**config.mk**
```make
export PLATFORM = sky130hd
export DESIGN_NAME = gtpu_header_parser_core
export DESIGN_NICKNAME = d
export VERILOG_FILES = /design/src/hdl/gtpu_pkg.sv /design/src/hdl/gtpu_header_parser_core.sv /design/src/hdl/gtpu_parse.sv /design/src/hdl/gtpu_out_skid.sv
export SDC_FILE = /design/constraint.sdc
export NUM_CORES = 1
export LEC_CHECK = 0
export ABC_AREA = 1
export BUFFER_PORTS_ARGS = -buffer_cell sky130_fd_sc_hd__buf_2
export CORE_UTILIZATION = 40
export CTS_CLUSTER_DIAMETER = 80
export DETAILED_ROUTE_END_ITERATION = 8
export HOLD_SLACK_MARGIN = 0.12
export MAX_ROUTING_LAYER = met4
export SETUP_SLACK_MARGIN = 0.4
export SKIP_CTS_REPAIR_TIMING = 1
export SYNTH_ARGS = -nofsm -noshare
export SYNTH_HDL_FRONTEND = slang
export SYNTH_SLANG_ARGS = --single-unit
```
**constraint.sdc**
```tcl
create_clock -name i_clk -period 8.4 [get_ports i_clk]
set_clock_uncertainty 0.05 [all_clocks]
set_input_delay 0.42 -clock i_clk [delete_from_list [all_inputs] [get_ports i_clk]]
set_output_delay 0.42 -clock i_clk [all_outputs]
set_load 0.1 [all_outputs]
```
**src/hdl/gtpu_pkg.sv**
```systemverilog
// shared types, codes and sizes of the gtp-u header parser
package gtpu_pkg;

    // width of the packet byte counter
    localparam int LENGTH_BITS = 16;
    // header offsets can run past the counter by one extension header
    localparam int HDR_W       = LENGTH_BITS + 1;
    // payload length difference, at least as wide as the reported field
    localparam int PLEN_W      = (HDR_W > 16) ? HDR_W : 16;

    typedef logic [LENGTH_BITS-1:0] t_count;
    typedef logic [HDR_W-1:0]       t_hdr;
    typedef logic [PLEN_W-1:0]      t_plen;

    // header constants
    localparam logic [7:0] VER_MASK     = 8'hE0;
    localparam logic [7:0] VER_ONE      = 8'h20;
    localparam logic [7:0] MSG_GPDU     = 8'hFF;
    localparam logic [7:0] EXT_NONE     = 8'h00;
    localparam logic [7:0] EXT_PDU_SESS = 8'h85;
    localparam logic [5:0] QFI_MASK     = 6'h3F;
    localparam int         FIXED_LEN    = 8;
    localparam int         OPT_END      = 12;
    localparam int         EXT_UNIT     = 4;

    // parse phase, one-hot
    typedef enum logic [5:0] {
        PH_FIXED    = 6'b000001,
        PH_OPT      = 6'b000010,
        PH_EXT_LEN  = 6'b000100,
        PH_EXT_BODY = 6'b001000,
        PH_PAYLOAD  = 6'b010000,
        PH_DROP     = 6'b100000
    } t_phase;

    // status reported on the final beat
    typedef enum logic [2:0] {
        ERR_OK        = 3'd0,
        ERR_SHORT     = 3'd1,
        ERR_VERSION   = 3'd2,
        ERR_NOT_GPDU  = 3'd3,
        ERR_SHORT_OPT = 3'd4,
        ERR_EXT_ZERO  = 3'd5,
        ERR_EXT_TRUNC = 3'd6,
        ERR_OVERFLOW  = 3'd7
    } t_err;

    // one result item
    typedef struct packed {
        logic        payload_valid;
        logic [7:0]  payload_byte;
        logic        done_res;
        t_err        error_code;
        logic [31:0] tunnel_id;
        logic [5:0]  flow_id;
        logic [15:0] payload_length;
    } t_result;

endpackage

```
**src/hdl/gtpu_header_parser_core.sv**
```systemverilog
// top level of the gtp-u v1 header parser
//
//  channel   dir  handshake               contents
//  s side    in   i_s_tvalid/o_s_tready   one packet byte, tlast on the final byte
//  m side    out  o_m_tvalid/i_m_tready   payload byte or final status beat
//
// one byte is taken every cycle while o_s_tready is high; the parse state is a
// single register set updated by each accepted beat; results are registered.
// header bytes before the final one give no output beat.
// o_s_tready drops only when the result register and the skid slot are both full.
// reset (synchronous, active low) returns the parser to the start of a packet
// and empties both output slots.
module gtpu_header_parser_core (
    input  logic        i_clk,
    input  logic        i_rst_n,
    input  logic        i_s_tvalid,
    output logic        o_s_tready,
    input  logic [7:0]  i_s_tdata,   // [7:0] data_byte
    input  logic        i_s_tlast,   // last_byte
    output logic        o_m_tvalid,
    input  logic        i_m_tready,
    output logic [71:0] o_m_tdata,   // [7:0] payload_byte, [10:8] error_code,
                                     // [42:11] tunnel_id, [48:43] flow_id,
                                     // [64:49] payload_length, [71:65] zero
    output logic        o_m_tlast,   // done_res
    output logic        o_m_tuser    // payload_valid
);

    logic              accept;
    logic              res_valid;
    gtpu_pkg::t_result res;
    gtpu_pkg::t_result out_res;

    assign accept = i_s_tvalid && o_s_tready;

    gtpu_parse u_parse (
        .i_clk       (i_clk),
        .i_rst_n     (i_rst_n),
        .i_accept    (accept),
        .i_data_byte (i_s_tdata),
        .i_last_byte (i_s_tlast),
        .o_res_valid (res_valid),
        .o_res       (res)
    );

    gtpu_out_skid u_out (
        .i_clk       (i_clk),
        .i_rst_n     (i_rst_n),
        .i_push      (res_valid),
        .i_data      (res),
        .o_ready     (o_s_tready),
        .o_valid     (o_m_tvalid),
        .o_data      (out_res),
        .i_pop_ready (i_m_tready)
    );

    // pack the output beat
    assign o_m_tdata = {7'b0000000,
                        out_res.payload_length,
                        out_res.flow_id,
                        out_res.tunnel_id,
                        out_res.error_code,
                        out_res.payload_byte};
    assign o_m_tlast = out_res.done_res;
    assign o_m_tuser = out_res.payload_valid;

endmodule

```
**src/hdl/gtpu_parse.sv**
```systemverilog
// parse state registers and the per-beat header decode
module gtpu_parse (
    input  logic               i_clk,
    input  logic               i_rst_n,
    input  logic               i_accept,
    input  logic [7:0]         i_data_byte,
    input  logic               i_last_byte,
    output logic               o_res_valid,
    output gtpu_pkg::t_result  o_res
);

    gtpu_pkg::t_count r_count, n_count;
    gtpu_pkg::t_phase r_phase, n_phase;
    gtpu_pkg::t_hdr   r_hdr_end, n_hdr_end;
    gtpu_pkg::t_hdr   r_ext_start, n_ext_start;
    logic [7:0]       r_next_ext, n_next_ext;
    logic [7:0]       r_flags, n_flags;
    logic [31:0]      r_teid, n_teid;
    logic [5:0]       r_qfi, n_qfi;
    gtpu_pkg::t_err   r_err, n_err;

    gtpu_pkg::t_phase phase_now;
    gtpu_pkg::t_err   code;
    gtpu_pkg::t_hdr   pos_ext;
    gtpu_pkg::t_plen  plen;
    logic             pay;

    assign pos_ext = gtpu_pkg::t_hdr'(r_count);

    // next parse state for the current beat
    always_comb begin
        n_count     = r_count;
        n_phase     = r_phase;
        n_hdr_end   = r_hdr_end;
        n_ext_start = r_ext_start;
        n_next_ext  = r_next_ext;
        n_flags     = r_flags;
        n_teid      = r_teid;
        n_qfi       = r_qfi;
        n_err       = r_err;
        pay         = 1'b0;
        phase_now   = r_phase;

        // counter saturates, a beat at the maximum is an overflow
        if (r_count == '1) begin
            if (r_err == gtpu_pkg::ERR_OK) begin
                n_err = gtpu_pkg::ERR_OVERFLOW;
            end
            n_phase   = gtpu_pkg::PH_DROP;
            phase_now = gtpu_pkg::PH_DROP;
        end else begin
            n_count = r_count + gtpu_pkg::t_count'(1);
        end

        case (phase_now)
            gtpu_pkg::PH_FIXED: begin
                if (r_count == gtpu_pkg::t_count'(0)) begin
                    n_flags = i_data_byte;
                    if ((i_data_byte & gtpu_pkg::VER_MASK) != gtpu_pkg::VER_ONE ||
                        !i_data_byte[4]) begin
                        n_err   = gtpu_pkg::ERR_VERSION;
                        n_phase = gtpu_pkg::PH_DROP;
                    end
                end else if (r_count == gtpu_pkg::t_count'(1)) begin
                    if (i_data_byte != gtpu_pkg::MSG_GPDU) begin
                        n_err   = gtpu_pkg::ERR_NOT_GPDU;
                        n_phase = gtpu_pkg::PH_DROP;
                    end
                end else if (r_count >= gtpu_pkg::t_count'(4)) begin
                    n_teid = {r_teid[23:0], i_data_byte};
                    if (r_count == gtpu_pkg::t_count'(gtpu_pkg::FIXED_LEN - 1)) begin
                        // any of e, s or pn brings the optional word
                        if (r_flags[2:0] != 3'b000) begin
                            n_hdr_end = gtpu_pkg::t_hdr'(gtpu_pkg::OPT_END);
                            n_phase   = gtpu_pkg::PH_OPT;
                        end else begin
                            n_hdr_end = gtpu_pkg::t_hdr'(gtpu_pkg::FIXED_LEN);
                            n_phase   = gtpu_pkg::PH_PAYLOAD;
                        end
                    end
                end
            end
            gtpu_pkg::PH_OPT: begin
                if (r_count == gtpu_pkg::t_count'(gtpu_pkg::OPT_END - 1)) begin
                    n_next_ext = i_data_byte;
                    if (r_flags[2] && i_data_byte != gtpu_pkg::EXT_NONE) begin
                        n_ext_start = gtpu_pkg::t_hdr'(gtpu_pkg::OPT_END);
                        n_phase     = gtpu_pkg::PH_EXT_LEN;
                    end else begin
                        n_phase = gtpu_pkg::PH_PAYLOAD;
                    end
                end
            end
            gtpu_pkg::PH_EXT_LEN: begin
                if (i_data_byte == 8'h00) begin
                    if (r_err == gtpu_pkg::ERR_OK) begin
                        n_err = gtpu_pkg::ERR_EXT_ZERO;
                    end
                    n_phase = gtpu_pkg::PH_DROP;
                end else begin
                    // length counts 4-byte units
                    n_hdr_end = r_ext_start + gtpu_pkg::t_hdr'({i_data_byte, 2'b00});
                    n_phase   = gtpu_pkg::PH_EXT_BODY;
                end
            end
            gtpu_pkg::PH_EXT_BODY: begin
                // qfi sits in the third byte of a pdu session container
                if (pos_ext == r_ext_start + gtpu_pkg::t_hdr'(2) &&
                    r_next_ext == gtpu_pkg::EXT_PDU_SESS) begin
                    n_qfi = i_data_byte[5:0] & gtpu_pkg::QFI_MASK;
                end
                // last byte of an extension names the next one
                if (pos_ext == r_hdr_end - gtpu_pkg::t_hdr'(1)) begin
                    n_next_ext = i_data_byte;
                    if (i_data_byte == gtpu_pkg::EXT_NONE) begin
                        n_phase = gtpu_pkg::PH_PAYLOAD;
                    end else begin
                        n_ext_start = r_hdr_end;
                        n_phase     = gtpu_pkg::PH_EXT_LEN;
                    end
                end
            end
            gtpu_pkg::PH_PAYLOAD: begin
                pay = 1'b1;
            end
            default: begin
                pay = 1'b0;
            end
        endcase
    end

    // final status and payload length
    always_comb begin
        code = n_err;
        if (n_count < gtpu_pkg::t_count'(gtpu_pkg::FIXED_LEN)) begin
            code = gtpu_pkg::ERR_SHORT;
        end else if (code == gtpu_pkg::ERR_OK) begin
            if (n_phase == gtpu_pkg::PH_OPT) begin
                code = gtpu_pkg::ERR_SHORT_OPT;
            end else if (n_phase == gtpu_pkg::PH_EXT_BODY) begin
                code = gtpu_pkg::ERR_EXT_TRUNC;
            end
        end

        plen = '0;
        if (n_phase == gtpu_pkg::PH_PAYLOAD &&
            gtpu_pkg::t_hdr'(n_count) > n_hdr_end) begin
            plen = gtpu_pkg::t_plen'(n_count) - gtpu_pkg::t_plen'(n_hdr_end);
        end
        if (plen > gtpu_pkg::t_plen'(16'hFFFF)) begin
            plen = gtpu_pkg::t_plen'(16'hFFFF);
        end
    end

    // result item for this beat
    always_comb begin
        o_res                = '0;
        o_res.payload_valid  = pay && (n_err == gtpu_pkg::ERR_OK);
        o_res.payload_byte   = o_res.payload_valid ? i_data_byte : 8'h00;
        o_res.done_res       = i_last_byte;
        o_res.error_code     = gtpu_pkg::ERR_OK;
        if (i_last_byte) begin
            o_res.error_code = code;
            if (code == gtpu_pkg::ERR_OK) begin
                o_res.tunnel_id      = n_teid;
                o_res.flow_id        = n_qfi;
                o_res.payload_length = plen[15:0];
            end
        end
        o_res_valid = i_accept && (o_res.payload_valid || i_last_byte);
    end

    // state update, back to the start after each final beat
    always_ff @(posedge i_clk) begin
        if (!i_rst_n || (i_accept && i_last_byte)) begin
            r_count     <= '0;
            r_phase     <= gtpu_pkg::PH_FIXED;
            r_hdr_end   <= gtpu_pkg::t_hdr'(gtpu_pkg::FIXED_LEN);
            r_ext_start <= '0;
            r_next_ext  <= '0;
            r_flags     <= '0;
            r_teid      <= '0;
            r_qfi       <= '0;
            r_err       <= gtpu_pkg::ERR_OK;
        end else if (i_accept) begin
            r_count     <= n_count;
            r_phase     <= n_phase;
            r_hdr_end   <= n_hdr_end;
            r_ext_start <= n_ext_start;
            r_next_ext  <= n_next_ext;
            r_flags     <= n_flags;
            r_teid      <= n_teid;
            r_qfi       <= n_qfi;
            r_err       <= n_err;
        end
    end

endmodule

```
**src/hdl/gtpu_out_skid.sv**
```systemverilog
// result register with a skid slot for the output stream
module gtpu_out_skid (
    input  logic               i_clk,
    input  logic               i_rst_n,
    input  logic               i_push,
    input  gtpu_pkg::t_result  i_data,
    output logic               o_ready,
    output logic               o_valid,
    output gtpu_pkg::t_result  o_data,
    input  logic               i_pop_ready
);

    logic              r_main_v;
    logic              r_skid_v;
    gtpu_pkg::t_result r_main;
    gtpu_pkg::t_result r_skid;
    logic              pop;

    assign pop     = r_main_v && i_pop_ready;
    assign o_ready = !r_skid_v;
    assign o_valid = r_main_v;
    assign o_data  = r_main;

    // valid flags
    always_ff @(posedge i_clk) begin
        if (!i_rst_n) begin
            r_main_v <= 1'b0;
            r_skid_v <= 1'b0;
        end else if (r_skid_v) begin
            if (pop) begin
                r_skid_v <= 1'b0;
            end
        end else if (pop || !r_main_v) begin
            r_main_v <= i_push;
        end else if (i_push) begin
            r_skid_v <= 1'b1;
        end
    end

    // data slots
    always_ff @(posedge i_clk) begin
        if (r_skid_v) begin
            if (pop) begin
                r_main <= r_skid;
            end
        end else if (pop || !r_main_v) begin
            r_main <= i_data;
        end else if (i_push) begin
            r_skid <= i_data;
        end
    end

endmodule

```
==> results.ini <==
[status]
status = completed

[routing]
postRouteAntennaNets = 0
wl_per_cell_um = 17.37
viasPerCell = 5.280
drc = 0
vias = 12270
drtPass1Iterations = 5
drt_iter0_drc = 875
routed_wl_mm = 40.38

[worst_setup_path]
rrSetupSlack_ns = 1.77
timing.rr.end = u_out.o_data[0]$_DFFE_PP_
cp-end-kind = register
worst_path_most_repeated_cell = nand2_1
crit_type = reg2reg
critPathLaunch = u_parse.r_count[0]$_SDFFE_PP0P_
cp.required_ns = 8.75
slowest_stage = nor3_1
critPathCapture = u_out.o_data[0]$_DFFE_PP_
slowest_delay_ns = 1.02
path_max_fanout = 16
arrival_ns = 6.98
critPathLaunchType = register
worst-r2r-cell-count = 29
r2r-start = u_parse.r_count[0]$_SDFFE_PP0P_

[floorplanning]
die_h_um = 191.7
coreArea_sq_mm = 0.03548
pin_count = 89
die_w_um = 191.7
core.rowCount = 69
die_area_sq_mm = 0.03675
initial_core_util_pct = 40.57

[finish]
fin_cells = 2324
antenna_cells = 0
synthToLayoutAreaGrowth_pct = 10.19
drive_gt1_share_pct = 12.78
final_util_pct = 44.71
nNetsFinal = 1889

[sta]
rsz0062_at_grt = false
max_freq_mhz = 150.9
hold_violations = 0
fin_crit_sh_pct = 78.88
setup_tns_ns = 0
worst_pin_slew_ns = 1.324
fin_crit_ns = 6.626
setup_viol = 0
slew-limit-headroom_pct = 11.05
maxSlewViolCount = 0

[pwr]
powerDensity_mw_per_mm2 = 215.4
p_leak_nw = 7.242
ir_worst_vdd_uv = 184.3
p_int_w = 0.002203
power_w = 0.003417
p_seq_share_pct = 40.1
clock_power_share_pct = 33.9
swShare_pct = 35.54
combPwrFrac_pct = 26.0
switchingPower_w = 0.001214

[global_route]
grt_remaining_overflow = 0
grt_max_degree = 81
grt_pass1_vias = 11660
track_usage_pct = 22.56
grt_pass1_wl_mm = 63.42
antenna_found_initial = 0

[synth]
ys_top_cells_by_area = edfxtp_1 28%, dfxtp_1 15%, nand2_1 12%
synthCells = 1813
synth_edf_count = 134
synthSimpleGateAreaFrac_pct = 27.59
yosys-mux-area-fraction_pct = 1.669
synth_ff_type = edfxtp_1
async_flop_share_pct = 0
synth_top_area_share_pct = 27.95
yosysSeqAreaShare_pct = 43.25
synth_top_family_by_area = simple AND/OR/NAND/NOR gates
yosysUniqueCellTypes = 61
synthAdderAreaFrac_pct = 2.885
ys_warn_count = 0
synth_compound_area_share_pct = 13.23
syn_avg_cell_area_sq_um = 7.941
synth_area_leader_cell = edfxtp_1
synth_seq_cells = 244
synthXorXnorAreaFrac_pct = 3.285
syn_area_sq_mm = 0.01440

[cts]
cts_buffer_depth = 3
clkTransAtPathRegs_ns = 0.07
cts_buffers = 27
clock_sinks = 244
clk_latency_ns = 0.54
h-tree-depth = 1
cts_root_buffer = clkbuf_16
tritoncts = done

[worst_hold_path]
min_path_type = in2reg
whs_path_depth = 4

[placement]
gp_congestion = 0.9682
dp.final_hpwl_mm = 29.24
dp.cells = 2275
numPortBuffers = 81

[job]
drv_cap = 0

## kinds of logic after synthesis
| kind of cell | count (synthesis) |
|---|---|
| other cells | 1 |
| mux | 24 |
| simple gates | 863 |
| flops | 244 |
| buf+inv | 276 |
| xor+xnor | 54 |
| compound gates | 319 |
| fa+ha+maj | 32 |
## per-layer routing
metal  up-vias  GRT usage (%)  wire, um
met2       318          36.49     18900
met3        77          2.759      1807
li1       6084              -         -
met4         0          8.272      1495
met1      5792          28.90     18180
met5         -              -         0
## cell usage after synthesis (8+ instances only)
cell type,instances
dfxtp_1,110
edfxtp_1,134
nor2_1,180
nor3_1,22
xor2_1,40
nand2_2,11
clkbuf_1,50
inv_1,168
ha_1,30
buf_4,10
nand2_1,444
o211ai_1,13
inv_2,9
nor4_1,8
nand3_1,98
nand4_1,29
buf_2,25
a211oi_2,18
o21ai_0,104
o21ai_1,10
nor2_4,28
mux2i_1,24
xnor2_1,14
nor2_2,8
a21oi_1,132
## state kept, by name, indices dropped and copies added (netlist names)
name	cells
u_out.o_data	67
u_out.o_valid	1
u_out.r_skid	67
u_out.r_skid_v	1
u_parse.r_count	16
u_parse.r_err	3
u_parse.r_ext_start	17
u_parse.r_flags	3
u_parse.r_hdr_end	17
u_parse.r_next_ext	8
u_parse.r_phase	6
u_parse.r_qfi	6
u_parse.r_teid	32
## power groups by stage
stage          registers (W)  clock network, W  logic (W)
3_3_place_gp         0.00140                 0   0.000881
6_report             0.00137           0.00116   0.000887
3_5_place_dp         0.00140                 0   0.000885
4_1_cts              0.00137           0.00118   0.000888
2_1_floorplan        0.00163                 0   0.000486
5_1_grt              0.00138           0.00123   0.000962
## critical path: cells and delay by family, from the launching register on
kind	cells	cell delay [ns]
buffers and inverters	4	0.54
flip-flops	1	0.57
AND/OR/NAND/NOR	18	3.32
adder cells (fa/ha/maj)	2	0.63
AO/OA/AOI/OAI	5	1.35
## layout by cell type (no fill, tap or decap), drive strengths merged
cell type / instances
edfxtp: 134
a31oi: 3
nor2: 218
conb: 7
bufinv: 2
nor4: 9
o22ai: 3
dlygate4sd3: 1
or2: 6
o211ai: 14
a21boi: 2
xnor2: 14
o21bai: 2
and2: 1
nand3: 102
nand3b: 4
o21a: 6
buf: 92
a211oi: 21
clkinv: 7
fa: 2
a21oi: 133
nor3: 23
o211a: 3
a221oi: 2
nand2: 459
clkbuf: 41
ha: 30
mux2i: 24
o21ai: 118
nand4: 30
xor2: 40
o31ai: 1
dfxtp: 110
nor3b: 11
a21o: 2
inv: 177
a22oi: 5
a32oi: 4
## metrics by stage
step / setup slack, ns / instance area [sq um] / hold WS, ns
after global placement: 2.228 / 15010 / 0.4304
final: 1.774 / 15860 / 0.1568
after floorplan: 2.224 / 14420 / 0.4179
after detailed placement: 1.895 / 15010 / 0.4308
after CTS: 1.864 / 15850 / 0.05925
after global routing: 1.092 / 15860 / 0.1678
## how the worst min path moves through the flow
stage	from	end	slack (ns)
after floorplan	u_parse.r_qfi[0]$_SDFFE_PP0P_	u_parse.r_qfi[0]$_SDFFE_PP0P_	0.42
after global placement	u_parse.r_qfi[2]$_SDFFE_PP0P_	u_parse.r_qfi[2]$_SDFFE_PP0P_	0.43
after detailed placement	u_parse.r_qfi[5]$_SDFFE_PP0P_	u_parse.r_qfi[5]$_SDFFE_PP0P_	0.43
after CTS	i_rst_n	u_out.r_skid_v$_SDFF_PN0_	0.06
after global routing	i_m_tready	u_out.r_skid_v$_SDFF_PN0_	0.17
final	i_m_tready	u_out.r_skid_v$_SDFF_PN0_	0.16
## final cells by class
class                           instances  area (sq um)
Timing Repair Buffer                   93         498.0
Inverter                              179         675.6
Multi-Input combinational cell       1299          7044
Tap cell                              461         576.8
Clock inverter                          7         81.33
Fill cell                            3544         19620
Clock buffer                           41         759.5
Sequential cell                       244          6227
(Power assumes the default switching activity.)
